<file path="src/sv/i2cms_pkg.sv">
// Shared types, codes and reset constants of the I2C master bit sequencer.
package i2cms_pkg;

   localparam int CNT_WIDTH_DEFAULT = 8;
   localparam int PHASE_W = 5;
   localparam int CSR_INDEX_W = 2;
   localparam int CSR_DATA_W = 8;

   localparam logic [7:0] SHORT_DELAY_RESET = 8'd2;
   localparam logic [7:0] MID_DELAY_RESET = 8'd5;
   localparam logic [7:0] LONG_DELAY_RESET = 8'd8;
   localparam logic [7:0] ACK_TIMEOUT_RESET = 8'd250;
   localparam logic [7:0] POLL_COUNT_MAX = 8'hFF;
   localparam logic [3:0] BITS_PER_BYTE = 4'd8;

   // Register indexes of the configuration port.
   localparam logic [CSR_INDEX_W-1:0] CSR_SHORT_DELAY = 2'd0;
   localparam logic [CSR_INDEX_W-1:0] CSR_MID_DELAY = 2'd1;
   localparam logic [CSR_INDEX_W-1:0] CSR_LONG_DELAY = 2'd2;
   localparam logic [CSR_INDEX_W-1:0] CSR_ACK_TIMEOUT = 2'd3;

   typedef enum logic [2:0] {
      MODE_START = 3'd0,
      MODE_STOP = 3'd1,
      MODE_WRITE = 3'd2,
      MODE_READ = 3'd3,
      MODE_ACK = 3'd4,
      MODE_NAK = 3'd5,
      MODE_WAIT_ACK = 3'd6
   } mode_type;

   // Step of the running command; the meaning of each step depends on the mode.
   typedef enum logic [PHASE_W-1:0] {
      STEP_0 = 5'd0,
      STEP_1 = 5'd1,
      STEP_2 = 5'd2,
      STEP_3 = 5'd3,
      STEP_4 = 5'd4,
      STEP_IDLE = 5'd31
   } phase_type;

   typedef struct packed {
      logic [7:0] short_delay;
      logic [7:0] mid_delay;
      logic [7:0] long_delay;
      logic [7:0] ack_timeout;
   } cfg_type;

   typedef struct packed {
      logic       cmd_valid;
      logic [2:0] mode;
      logic [7:0] write_data;
      logic       sda_in;
   } item_type;

   typedef struct packed {
      phase_type  phase;
      mode_type   mode;
      logic [3:0] bit_index;
      logic [7:0] shift;
      logic [7:0] poll_count;
      logic       scl;
      logic       sda;
      logic [7:0] read_hold;
      logic       missing_hold;
   } seq_state_type;

   // Result word, last field in the lowest bits.
   typedef struct packed {
      logic [7:0] ack_poll_count;
      logic       ack_missing;
      logic [7:0] read_data;
      logic       done_res;
      logic       busy_res;
      logic       sda_out;
      logic       scl_out;
   } rsp_type;

endpackage

</file>
<file path="src/sv/i2cms_csr.sv">
// Configuration registers of the I2C master bit sequencer.
module i2cms_csr
   import i2cms_pkg::*;
(
   input  logic                   clock,
   input  logic                   reset,
   input  logic                   csr_wr_en,
   input  logic [CSR_INDEX_W-1:0] csr_index,
   input  logic [CSR_DATA_W-1:0]  csr_wdata,
   output cfg_type                cfg
);

   cfg_type cfg_ff;
   cfg_type cfg_in;

   always_comb begin
      cfg_in = cfg_ff;
      if (csr_wr_en) begin
         case (csr_index)
            CSR_SHORT_DELAY: cfg_in.short_delay = csr_wdata;
            CSR_MID_DELAY: cfg_in.mid_delay = csr_wdata;
            CSR_LONG_DELAY: cfg_in.long_delay = csr_wdata;
            CSR_ACK_TIMEOUT: cfg_in.ack_timeout = csr_wdata;
            default: cfg_in = cfg_ff;
         endcase
      end
   end

   always_ff @(posedge clock) begin
      if (reset) begin
         cfg_ff.short_delay <= SHORT_DELAY_RESET;
         cfg_ff.mid_delay <= MID_DELAY_RESET;
         cfg_ff.long_delay <= LONG_DELAY_RESET;
         cfg_ff.ack_timeout <= ACK_TIMEOUT_RESET;
      end else begin
         cfg_ff <= cfg_in;
      end
   end

   assign cfg = cfg_ff;

endmodule

</file>
<file path="src/sv/i2cms_step.sv">
// One tick of the sequencer: next pin levels, counters and result word.
module i2cms_step
   import i2cms_pkg::*;
#(
   parameter int COUNTER_WIDTH = CNT_WIDTH_DEFAULT
) (
   input  seq_state_type            state_cur,
   input  logic [COUNTER_WIDTH-1:0] delay_cur,
   input  item_type                 item,
   input  cfg_type                  cfg,
   output seq_state_type            state_nxt,
   output logic [COUNTER_WIDTH-1:0] delay_nxt,
   output rsp_type                  rsp
);

   localparam int CMP_W = COUNTER_WIDTH + 8;

   // Hold of d ticks: counter gets d-1, a zero register counts as one tick,
   // and a hold too long for the counter is cut to its maximum.
   function automatic logic [COUNTER_WIDTH-1:0] hold_load(input logic [7:0] d);
      logic [7:0]       v;
      logic [CMP_W-1:0] v_ext;
      logic [CMP_W-1:0] max_ext;
      v = (d == 8'd0) ? 8'd0 : d - 8'd1;
      v_ext = CMP_W'(v);
      max_ext = CMP_W'({COUNTER_WIDTH{1'b1}});
      return (v_ext > max_ext) ? COUNTER_WIDTH'(max_ext) : COUNTER_WIDTH'(v_ext);
   endfunction

   logic       start_cmd;
   logic       run_adv;
   mode_type   cur_mode;
   phase_type  cur_phase;
   logic [7:0] cur_shift;
   logic [3:0] bit_inc;
   phase_type  eff_phase;
   logic [3:0] pre_bit;
   logic [7:0] pre_shift;
   logic       pre_scl;
   logic       pre_sda;
   logic       poll_out;
   logic [7:0] poll_sat;
   logic       wait_retry;
   phase_type  next_phase;
   logic       done;

   assign start_cmd = (state_cur.phase == STEP_IDLE) && item.cmd_valid
                      && (item.mode <= MODE_WAIT_ACK);
   assign run_adv = start_cmd
                    || ((state_cur.phase != STEP_IDLE) && (delay_cur == '0));
   assign cur_mode = start_cmd ? mode_type'(item.mode) : state_cur.mode;
   assign cur_phase = start_cmd ? STEP_0 : state_cur.phase;
   assign cur_shift = start_cmd ? item.write_data : state_cur.shift;
   assign bit_inc = state_cur.bit_index + 4'd1;
   assign poll_out = state_cur.poll_count >= cfg.ack_timeout;
   assign poll_sat = (state_cur.poll_count == POLL_COUNT_MAX) ? state_cur.poll_count
                                                               : state_cur.poll_count + 8'd1;
   assign wait_retry = item.sda_in && !poll_out;

   // Steps that take no time fold into the step that follows them; a step
   // of STEP_IDLE here means the command ends on this tick.
   always_comb begin
      eff_phase = cur_phase;
      pre_bit = state_cur.bit_index;
      pre_shift = cur_shift;
      pre_scl = state_cur.scl;
      pre_sda = state_cur.sda;
      case (cur_mode)
         MODE_START: begin
            case (cur_phase)
               STEP_0, STEP_1, STEP_2: eff_phase = cur_phase;
               default: eff_phase = STEP_IDLE;
            endcase
         end
         MODE_STOP: begin
            case (cur_phase)
               STEP_0, STEP_1, STEP_2, STEP_3: eff_phase = cur_phase;
               default: eff_phase = STEP_IDLE;
            endcase
         end
         MODE_WRITE: begin
            case (cur_phase)
               STEP_0: begin
                  eff_phase = STEP_1;
                  pre_scl = 1'b0;
                  pre_bit = 4'd0;
               end
               STEP_1, STEP_2, STEP_3: eff_phase = cur_phase;
               default: begin
                  pre_bit = bit_inc;
                  eff_phase = (bit_inc < BITS_PER_BYTE) ? STEP_1 : STEP_IDLE;
               end
            endcase
         end
         MODE_READ: begin
            case (cur_phase)
               STEP_0: begin
                  eff_phase = STEP_1;
                  pre_sda = 1'b1;
                  pre_bit = 4'd0;
                  pre_shift = 8'd0;
               end
               STEP_1, STEP_2: eff_phase = cur_phase;
               default: begin
                  pre_shift = {cur_shift[6:0], item.sda_in};
                  pre_bit = bit_inc;
                  eff_phase = (bit_inc < BITS_PER_BYTE) ? STEP_1 : STEP_IDLE;
               end
            endcase
         end
         MODE_ACK, MODE_NAK: begin
            case (cur_phase)
               STEP_0, STEP_1: eff_phase = cur_phase;
               default: eff_phase = STEP_IDLE;
            endcase
         end
         MODE_WAIT_ACK: begin
            case (cur_phase)
               STEP_0, STEP_1, STEP_2: eff_phase = cur_phase;
               default: eff_phase = STEP_IDLE;
            endcase
         end
         default: eff_phase = STEP_IDLE;
      endcase
   end

   // Next step.
   always_comb begin
      next_phase = state_cur.phase;
      if (run_adv) begin
         if (eff_phase == STEP_IDLE) begin
            next_phase = STEP_IDLE;
         end else if ((cur_mode == MODE_WAIT_ACK) && (eff_phase == STEP_2) && wait_retry) begin
            next_phase = STEP_2;
         end else begin
            next_phase = phase_type'(PHASE_W'(eff_phase) + 5'd1);
         end
      end
   end

   // Pins, counters and held results.
   always_comb begin
      state_nxt = state_cur;
      delay_nxt = delay_cur;
      done = 1'b0;
      if (run_adv) begin
         state_nxt.mode = cur_mode;
         state_nxt.bit_index = pre_bit;
         state_nxt.shift = pre_shift;
         state_nxt.scl = pre_scl;
         state_nxt.sda = pre_sda;
         done = (eff_phase == STEP_IDLE);
         case (cur_mode)
            MODE_START: begin
               case (eff_phase)
                  STEP_0: begin
                     state_nxt.sda = 1'b1;
                     delay_nxt = hold_load(cfg.mid_delay);
                  end
                  STEP_1: begin
                     state_nxt.scl = 1'b1;
                     delay_nxt = hold_load(cfg.long_delay);
                  end
                  STEP_2: begin
                     state_nxt.sda = 1'b0;
                     delay_nxt = hold_load(cfg.long_delay);
                  end
                  default: state_nxt.scl = 1'b0;
               endcase
            end
            MODE_STOP: begin
               case (eff_phase)
                  STEP_0: begin
                     state_nxt.scl = 1'b0;
                     delay_nxt = hold_load(cfg.mid_delay);
                  end
                  STEP_1: begin
                     state_nxt.sda = 1'b0;
                     delay_nxt = hold_load(cfg.long_delay);
                  end
                  STEP_2: begin
                     state_nxt.scl = 1'b1;
                     delay_nxt = hold_load(cfg.long_delay);
                  end
                  STEP_3: begin
                     state_nxt.sda = 1'b1;
                     delay_nxt = hold_load(cfg.long_delay);
                  end
                  default: state_nxt.scl = pre_scl;
               endcase
            end
            MODE_WRITE: begin
               case (eff_phase)
                  STEP_1: begin
                     state_nxt.sda = pre_shift[7];
                     state_nxt.shift = {pre_shift[6:0], 1'b0};
                     delay_nxt = hold_load(cfg.short_delay);
                  end
                  STEP_2: begin
                     state_nxt.scl = 1'b1;
                     delay_nxt = hold_load(cfg.long_delay);
                  end
                  STEP_3: begin
                     state_nxt.scl = 1'b0;
                     delay_nxt = hold_load(cfg.short_delay);
                  end
                  default: state_nxt.scl = pre_scl;
               endcase
            end
            MODE_READ: begin
               case (eff_phase)
                  STEP_1: begin
                     state_nxt.scl = 1'b0;
                     delay_nxt = hold_load(cfg.long_delay);
                  end
                  STEP_2: begin
                     state_nxt.scl = 1'b1;
                     delay_nxt = hold_load(cfg.long_delay);
                  end
                  default: state_nxt.read_hold = pre_shift;
               endcase
            end
            MODE_ACK, MODE_NAK: begin
               case (eff_phase)
                  STEP_0: begin
                     state_nxt.scl = 1'b0;
                     state_nxt.sda = (cur_mode == MODE_NAK);
                     delay_nxt = hold_load(cfg.long_delay);
                  end
                  STEP_1: begin
                     state_nxt.scl = 1'b1;
                     delay_nxt = hold_load(cfg.long_delay);
                  end
                  default: state_nxt.scl = 1'b0;
               endcase
            end
            MODE_WAIT_ACK: begin
               case (eff_phase)
                  STEP_0: begin
                     state_nxt.sda = 1'b1;
                     state_nxt.poll_count = 8'd0;
                     delay_nxt = hold_load(cfg.mid_delay);
                  end
                  STEP_1: begin
                     state_nxt.scl = 1'b1;
                     delay_nxt = hold_load(cfg.mid_delay);
                  end
                  STEP_2: begin
                     if (!item.sda_in) begin
                        state_nxt.missing_hold = 1'b0;
                        state_nxt.scl = 1'b0;
                        delay_nxt = hold_load(cfg.long_delay);
                     end else begin
                        state_nxt.poll_count = poll_sat;
                        if (poll_out) begin
                           state_nxt.missing_hold = 1'b1;
                           state_nxt.scl = 1'b0;
                           delay_nxt = hold_load(cfg.long_delay);
                        end
                     end
                  end
                  default: state_nxt.scl = pre_scl;
               endcase
            end
            default: state_nxt.scl = pre_scl;
         endcase
      end else if (state_cur.phase != STEP_IDLE) begin
         delay_nxt = delay_cur - COUNTER_WIDTH'(1);
      end
      state_nxt.phase = next_phase;
   end

   assign rsp.scl_out = state_nxt.scl;
   assign rsp.sda_out = state_nxt.sda;
   assign rsp.busy_res = (state_nxt.phase != STEP_IDLE);
   assign rsp.done_res = done;
   assign rsp.read_data = state_nxt.read_hold;
   assign rsp.ack_missing = state_nxt.missing_hold;
   assign rsp.ack_poll_count = state_nxt.poll_count;

endmodule

</file>
<file path="src/sv/i2c_master_bit_sequencer_core.sv">
// Top level of the I2C master bit sequencer: input register, tick logic, result register.
// Throughput: one word per clock cycle while the result channel is not stalled; each word
// is one tick of the bus timing base, and the sequencer state advances through the
// single-pass tick logic between registers.
// Reset (synchronous, active high) empties both registers, releases SCL and SDA high,
// leaves the sequencer idle and loads the delay registers with 2, 5 and 8 ticks
// and the acknowledge timeout with 250 polls.
module i2c_master_bit_sequencer_core
   import i2cms_pkg::*;
#(
   parameter int COUNTER_WIDTH = CNT_WIDTH_DEFAULT
) (
   input  logic                   clock,
   input  logic                   reset,
   // Command tick channel.
   input  logic                   req_tvalid,
   output logic                   req_tready,
   input  logic [15:0]            req_tdata,  // write_data[7:0], sda_in[8], zeros above
   input  logic [3:0]             req_tuser,  // cmd_valid[0], mode[3:1]
   // Pin and status channel, one word per tick.
   output logic                   rsp_tvalid,
   input  logic                   rsp_tready,
   output logic [23:0]            rsp_tdata,  // scl_out[0], sda_out[1], busy_res[2],
                                              // done_res[3], read_data[11:4],
                                              // ack_missing[12], ack_poll_count[20:13]
   // Configuration write port.
   input  logic                   csr_wr_en,
   input  logic [CSR_INDEX_W-1:0] csr_index,
   input  logic [CSR_DATA_W-1:0]  csr_wdata
);

   cfg_type                  cfg;
   logic                     in_valid_ff;
   logic                     in_valid_in;
   item_type                 item_ff;
   item_type                 item_in;
   seq_state_type            state_ff;
   seq_state_type            state_in;
   logic [COUNTER_WIDTH-1:0] delay_ff;
   logic [COUNTER_WIDTH-1:0] delay_in;
   rsp_type                  rsp_step;
   logic                     rsp_valid_ff;
   logic                     rsp_valid_in;
   rsp_type                  rsp_data_ff;
   rsp_type                  rsp_data_in;
   logic                     step_go;

   i2cms_csr u_csr (
      .clock     (clock),
      .reset     (reset),
      .csr_wr_en (csr_wr_en),
      .csr_index (csr_index),
      .csr_wdata (csr_wdata),
      .cfg       (cfg)
   );

   // The held word is worked on whenever the result register is free or
   // is emptied at this same edge, so a word moves every cycle while that holds.
   assign step_go = in_valid_ff && (!rsp_valid_ff || rsp_tready);
   assign req_tready = !in_valid_ff || step_go;

   always_comb begin
      in_valid_in = in_valid_ff;
      item_in = item_ff;
      if (req_tvalid && req_tready) begin
         in_valid_in = 1'b1;
         item_in.cmd_valid = req_tuser[0];
         item_in.mode = req_tuser[3:1];
         item_in.write_data = req_tdata[7:0];
         item_in.sda_in = req_tdata[8];
      end else if (step_go) begin
         in_valid_in = 1'b0;
      end
   end

   i2cms_step #(
      .COUNTER_WIDTH (COUNTER_WIDTH)
   ) u_step (
      .state_cur (state_ff),
      .delay_cur (delay_ff),
      .item      (item_ff),
      .cfg       (cfg),
      .state_nxt (state_in),
      .delay_nxt (delay_in),
      .rsp       (rsp_step)
   );

   always_comb begin
      rsp_valid_in = rsp_valid_ff;
      rsp_data_in = rsp_data_ff;
      if (step_go) begin
         rsp_valid_in = 1'b1;
         rsp_data_in = rsp_step;
      end else if (rsp_tready) begin
         rsp_valid_in = 1'b0;
      end
   end

   always_ff @(posedge clock) begin
      if (reset) begin
         in_valid_ff <= 1'b0;
         rsp_valid_ff <= 1'b0;
         state_ff.phase <= STEP_IDLE;
         state_ff.mode <= MODE_START;
         state_ff.bit_index <= 4'd0;
         state_ff.shift <= 8'd0;
         state_ff.poll_count <= 8'd0;
         state_ff.scl <= 1'b1;
         state_ff.sda <= 1'b1;
         state_ff.read_hold <= 8'd0;
         state_ff.missing_hold <= 1'b0;
         delay_ff <= '0;
      end else begin
         in_valid_ff <= in_valid_in;
         rsp_valid_ff <= rsp_valid_in;
         if (step_go) begin
            state_ff <= state_in;
            delay_ff <= delay_in;
         end
      end
   end

   // Payload registers carry no reset.
   always_ff @(posedge clock) begin
      item_ff <= item_in;
      rsp_data_ff <= rsp_data_in;
   end

   assign rsp_tvalid = rsp_valid_ff;
   assign rsp_tdata = {3'b000, rsp_data_ff};

   // The hold counter is always clear while no command runs.
   a_idle_delay_clear: assert property (@(posedge clock) disable iff (reset)
      (state_ff.phase == STEP_IDLE) |-> (delay_ff == '0))
      else $error("hold counter not clear while idle");

   // A running hold counts down by exactly one per processed tick.
   a_delay_countdown: assert property (@(posedge clock) disable iff (reset)
      (step_go && (state_ff.phase != STEP_IDLE) && (delay_ff != '0))
      |=> (delay_ff == $past(delay_ff) - COUNTER_WIDTH'(1)))
      else $error("hold counter skipped a tick");

   // A held input word waits unchanged until it is processed.
   a_item_held: assert property (@(posedge clock) disable iff (reset)
      (in_valid_ff && !step_go) |=> (in_valid_ff && $stable(item_ff)))
      else $error("input word lost while stalled");

   // Every processed tick lands in the result register.
   a_step_result: assert property (@(posedge clock) disable iff (reset)
      step_go |=> rsp_valid_ff)
      else $error("processed tick gave no result word");

endmodule
</file>
<file path="config.mk">
export PLATFORM = sky130hd
export DESIGN_NAME = i2c_master_bit_sequencer_core
export DESIGN_NICKNAME = d
export VERILOG_FILES = /design/src/sv/i2cms_pkg.sv /design/src/sv/i2cms_csr.sv /design/src/sv/i2cms_step.sv /design/src/sv/i2c_master_bit_sequencer_core.sv
export SDC_FILE = /design/constraint.sdc
export NUM_CORES = 1
export LEC_CHECK = 0
export BUFFER_PORTS_ARGS = -buffer_cell sky130_fd_sc_hd__buf_2
export CELL_PAD_IN_SITES_DETAIL_PLACEMENT = 0
export CELL_PAD_IN_SITES_GLOBAL_PLACEMENT = 1
export CORE_MARGIN = 4
export CORE_UTILIZATION = 41
export DETAILED_ROUTE_END_ITERATION = 12
export GPL_TIMING_DRIVEN = 0
export PLACE_DENSITY_LB_ADDON = 0.3
export SLEW_MARGIN = 20
export SYNTH_ARGS = -nofsm -noshare
export SYNTH_HDL_FRONTEND = slang
export SYNTH_SLANG_ARGS = --single-unit
</file>
<file path="constraint.sdc">
create_clock -name clock -period 3.7 [get_ports clock]
set_input_delay 0.74 -clock clock [delete_from_list [all_inputs] [get_ports clock]]
set_output_delay 0.74 -clock clock [all_outputs]
set_load 0.01 [all_outputs]
</file>
* After elaboration in Yosys (flattened, before gate mapping)
Index checks and enable logic that the tools add are counted.
Storage, ports and cells: flip-flop bits (word level) 115, bits of input ports 35, word-level logic and storage cells 180
Operators by class: add/subtract/negate cells 7, order comparisons 3, equal/unequal tests 30, muxes and demuxes 68, reduce and logical (&&, ||, !) cells 45
Operators with widths (count):
- $mux W8 | 18
- $pmux W8 S2 | 6
- $pmux W8 S6 | 1
- $mux W5 | 8
- $logic_not A8 Y1 | 4
- $sub A8 B1 Y8 const B | 4
- $pmux W5 S5 | 1
- $pmux W4 S2 | 3
- $eq A5 B2 Y1 const B | 4
- $pmux W5 S2 | 2
- $mux W19 | 1
- $mux W1 | 18
- $ne A4 B4 Y1 const B | 4
- $reduce_or A2 Y1 | 8
- $ne A5 B5 Y1 const B | 3
- $pmux W1 S2 | 7
- $eq A5 B1 Y1 const B | 2
- $eq A5 B5 Y1 const B | 2
- $logic_not A5 Y1 | 2
- $reduce_and A10 Y1 | 1
- $reduce_and A2 Y1 | 5
- $eq A3 B3 Y1 const B | 3
- $reduce_or A3 Y1 | 3
- $add A8 B1 Y8 const B | 1
- 24 further kinds | 42

* Depth between registers and ports, before layout
depth in word-level cells 15, mapped depth 18, mapped depth without buffers 13

* Hierarchy
From an unflattened synthesis, not the netlist that was laid out.
Second synthesis, totals: cell total of the unflattened synthesis 1012, area total of the unflattened synthesis 8557.0 um2
Modules (own cells, without submodules):
- i2cms_step | times used 1, cells an instance 632, area each 4023.9 um2
- i2c_master_bit_sequencer_core | times used 1, cells an instance 252, area each 3219.3 um2
- i2cms_csr | times used 1, cells an instance 128, area each 1313.8 um2

* Worst setup path before layout
OpenSTA, ideal clock, no wires.
path type reg-to-reg, start register state_ff[37] (netlist name), end register rsp_data_ff, in the netlist rsp_tdata[11], data pin, data arrival time 3.357 ns, required time 3.437 ns, slack 0.080 ns, stages on the path, launching flop included 17, clock period less this slack 3.620 ns, cells stage by stage dfxtp_1 buf_2 and4_1 buf_4 and3_1 buf_4 a211oi_2 or4b_1 buf_2 nor2_1 inv_1 ha_1 nor2_1 nor3_1 buf_2 nor3_4 mux2_2
RTL lines:
- start, declared | line i2c_master_bit_sequencer_core.sv:37 | seq_state_type state_ff;
- start signal, assigned | line i2c_master_bit_sequencer_core.sv:117 | state_ff <= state_in;
- end signal, assigned | line i2c_master_bit_sequencer_core.sv:126 | rsp_data_ff <= rsp_data_in;
- end, declared | line i2c_master_bit_sequencer_core.sv:44 | rsp_type rsp_data_ff;

* Worst setup path in the final report
start register state_ff[38] (netlist name), end register delay_ff[1]
On the way: longest elaborated chain between the ends 13, elaborated cells between the ends (all ways) 56
Ends and longest elaborated chain:
- $eq A5 B5 Y1 | line i2cms_step.sv:47 | assign start_cmd = (state_cur.phase == STEP_IDLE) && item.cmd_valid
- $logic_and A1 B1 Y1 | line i2cms_step.sv:47
- $logic_and A1 B1 Y1 | line i2cms_step.sv:48 | && (item.mode <= MODE_WAIT_ACK);
- $mux W5 | line i2cms_step.sv:52 | assign cur_phase = start_cmd ? STEP_0 : state_cur.phase;
- $eq A5 B2 Y1, or another cell as far along | line i2cms_step.sv:76, i2cms_step.sv:82
- $reduce_or A3 Y1, or another cell as far along | line i2cms_step.sv:82 | case (cur_phase)
- $pmux W5 S2, or another cell as far along | line i2cms_step.sv:82
- $pmux W5 S5 | line i2cms_step.sv:68 | case (cur_mode)
- $eq A5 B2 Y1, or another cell as far along | line i2cms_step.sv:172, i2cms_step.sv:193
- $reduce_or A3 Y1 (no line) or $reduce_or A2 Y1 (tied branches)
- $pmux W8 S2 (on tied branches)
- $pmux W8 S6 | line i2cms_step.sv:153 | case (cur_mode)
- $mux W8 | line i2cms_step.sv:146 | if (run_adv) begin
- end signal, assigned | line i2c_master_bit_sequencer_core.sv:118 | delay_ff <= delay_in;
- end, declared | line i2c_master_bit_sequencer_core.sv:39 | logic [COUNTER_WIDTH-1:0] delay_ff;
Several ways; a longest one is shown, not always the timed one. A chain may end at the register's enable or synchronous reset.

==> results.yml <==
cts:
  cts_buffers: 17
  cts_tree: "yes"
  clkLatencyLatePin_ps: 430
  h-tree-depth: 4
  root_buffer: "clkbuf_16"
  path_clk_slew_ps: 60
  cts.sinks: 115
  cts_buffer_depth: 2
pwr:
  p_seq_share_pct: 31.7
  power_switching_mw: 1.66
  cellPowerDensity_mw_per_mm2: 525
  combPwrFrac_pct: 34.0
  intPower_mw: 2.88
  ir_worst_vdd_mv: 0.371
  total_leakage_power_nw: 3.33
  switching_share_pct: 36.6
  clock_power_share_pct: 34.4
worst_setup_path:
  crit_slowest_cell: "or4b_4"
  crit_top_cell: "buf_6"
  cp.arrival_ps: 3920
  crit_required_ps: 4000
  path_cells: "and4_1, buf_6, and3_4, buf_6, a211oi_2, or4b_4, nor2_4, ha_4, buf_6, a211oi_4, nor4_4, buf_4, bufbuf_16, mux2i_1, nor2_1, nor4_2, o31ai_1"
  worstPathMaxFanout: 8
  setup.worst_path.start_class: "flop"
  crit_type: "flop to flop"
  crit_path_max_incr_delay_ps: 590
  end_kind: "flop"
yosys:
  async_flop_share_pct: 0
  syn_avg_cell_area_um2: 8.15
  synth_common_cells: "116 x nand2_1, 93 x nor2_1, 81 x dfxtp_1, 76 x a21oi_1, 42 x mux2i_1"
  yosys_warnings: 0
  synth_area_leaders: "dfxtp_1 23%, edfxtp_1 15%, nand2_1 6.2%"
  yosysTopAreaCell: "dfxtp_1"
  netlist_area_mm2: 0.00704
  syn_inst: 864
  ys_seq_elements: 115
  ys.flop_type: "dfxtp_1"
  synth.most_common_cell: "nand2_1"
  seq_area_frac_synth_pct: 37.5
  synth.distinct_cells: 72
  synth_top_cell_area_share_pct: 23.0
  synth_edf_count: 34
die:
  rows: 47
  initial_core_util_pct: 42.1
  core_mm2: 0.0167
  die_area_mm2: 0.0193
  die_w_um: 139
  dieHeight_um: 139
  io_pins: 61
global_routing:
  antenna_found_initial: 0
  grt.overflow.total: 0
  gr-usage-all-layers_pct: 22.7
  first_global_vias: 6313
  grt_max_degree: 31
  grt_pass1_wl_um: 35300
sta:
  finalCriticalPeriod_ps: 3620
  setup-tns-final_ps: 0
  final_max_slew_viol_count: 0
  fin_worst_skew_ps: 11.8
  fin_crit_sh_pct: 97.9
  worst_pin_slew_ps: 919
  hold_ws_ps: 448
  slew_headroom_pct: 37.8
  fmax_ghz: 0.276
  setup_viol: 0
  hold_viol: 0
layout:
  fillers: 1616
  final_area_mm2: 0.00865
  area_delta_synth_final_pct: 22.9
  nets: 1005
  final_util_pct: 51.8
  diodes: 0
  drive_gt1_share_pct: 19.5
placed_design:
  post-dp-hpwl_um: 16000
  port_buffers: 49
  routabilityCongestion: 0.923
  dpl_cell_area_mm2: 0.00757
detailed_routing:
  drt_iter0_drc: 493
  ant_nets: 0
  wire_per_inst_um: 19.0
  totalWireLength_um: 22500
  dr.pass1.iters: 7
  vias: 6872
  drc_errors: 0
  vias_per_cell: 5.81
run:
  cap_viol_max_count: 0
status:
  status: "finished, final reports clean"
worst_hold_path:
  hold_class: "flop to flop"
## sequential cells by signal, summed over array words and instances (netlist names)
signal / count
delay_ff: 8
in_valid_ff: 1
item_ff: 13
rsp_tdata: 21
rsp_tvalid: 1
state_ff: 39
u_csr.cfg: 32
## worst max-delay path, delay by kind of cell (launching register included)
| kind | cells | cell delay [ps] |
|---|---|---|
| multiplexers | 1 | 180 |
| buffers and inverters | 5 | 780 |
| AO/OA/AOI/OAI | 3 | 220 |
| flip-flops | 1 | 410 |
| adder cells (fa/ha/maj) | 1 | 170 |
| AND/OR/NAND/NOR | 7 | 1740 |
## power by group through the flow
stage | clock network (mW) | registers [mW] | logic [mW]
finish | 1.56 | 1.44 | 1.54
global route | 1.64 | 1.45 | 1.67
CTS | 1.59 | 1.44 | 1.40
detailed placement | 0 | 1.46 | 1.25
global placement | 0 | 1.46 | 1.26
floorplan | 0 | 1.45 | 0.882
## layer usage
metal	vias up	part of all wire, %	track usage, %
li1	3318	-	-
met1	3285	46	31.4
met2	225	46	35.1
met3	44	6.1	4.97
met4	0	2.7	7.78
met5	-	0	0
## through the flow
step	instances	worst slack (ps)	power, mW
after floorplan	866	79.9	2.33
after global placement	1135	-929	2.72
after detailed placement	1135	-847	2.71
after CTS	1176	9.97	4.43
after global routing	1183	-16.7	4.75
final	1183	76.6	4.54
## path summary, 6_finish.rpt
path | start | end | slack [ps] | cells past startpoint
setup reg to reg | state_ff[38]$_SDFFE_PP1P_ | delay_ff[1]$_SDFFE_PP0P_ | 80 | 17
hold reg to reg | state_ff[19]$_SDFFE_PP0P_ | state_ff[19]$_SDFFE_PP0P_ | 450 | 2
setup / recovery | state_ff[38]$_SDFFE_PP1P_ | delay_ff[1]$_SDFFE_PP0P_ | 80 | 17
hold / removal | state_ff[19]$_SDFFE_PP0P_ | state_ff[19]$_SDFFE_PP0P_ | 450 | 2
## timing repair
item                       4_1_cts  5_1_grt
setup buffers                   10       11
pin swaps                        9       14
setup endpoints to repair       56       44
hold buffers                     0        0
gates cloned                     1        0
gates resized for setup         47       41
## cell usage in the layout, fill, tap and decap left out, drive strengths merged, types with 23 or more instances in the layout
| master | instances |
|---|---|
| clkbuf | 48 |
| buf | 84 |
| a21oi | 77 |
| edfxtp | 34 |
| nor3 | 23 |
| nand3 | 27 |
| inv | 41 |
| mux2i | 42 |
| nand2 | 116 |
| dfxtp | 81 |
| o21ai | 37 |
| nor2 | 93 |
## cell type report
type                       count  area (µm²)  area share (%)
timing repair buffer          70         452            5.22
clock buffer                  17         425            4.92
buffer                        46         255            2.95
clock inverter                15         133            1.53
sequential                   115        2650            30.7
tap                          220         275            3.18
inverter                      39         146            1.69
multi-input combinational    661        4310            49.9
## cell families after synthesis
kind of cell | after synthesis | share of synthesized area [%]
AO/OA/AOI/OAI | 232 | 21.3
XOR/XNOR | 17 | 2.12
adder cells (fa/ha/maj) | 20 | 3.55
buffers and inverters | 90 | 5.23
flip-flops | 115 | 37.5
multiplexers | 52 | 7.57
other | 1 | 0.0533
AND/OR/NAND/NOR | 337 | 22.6
Power figures use the tool's default switching activity.
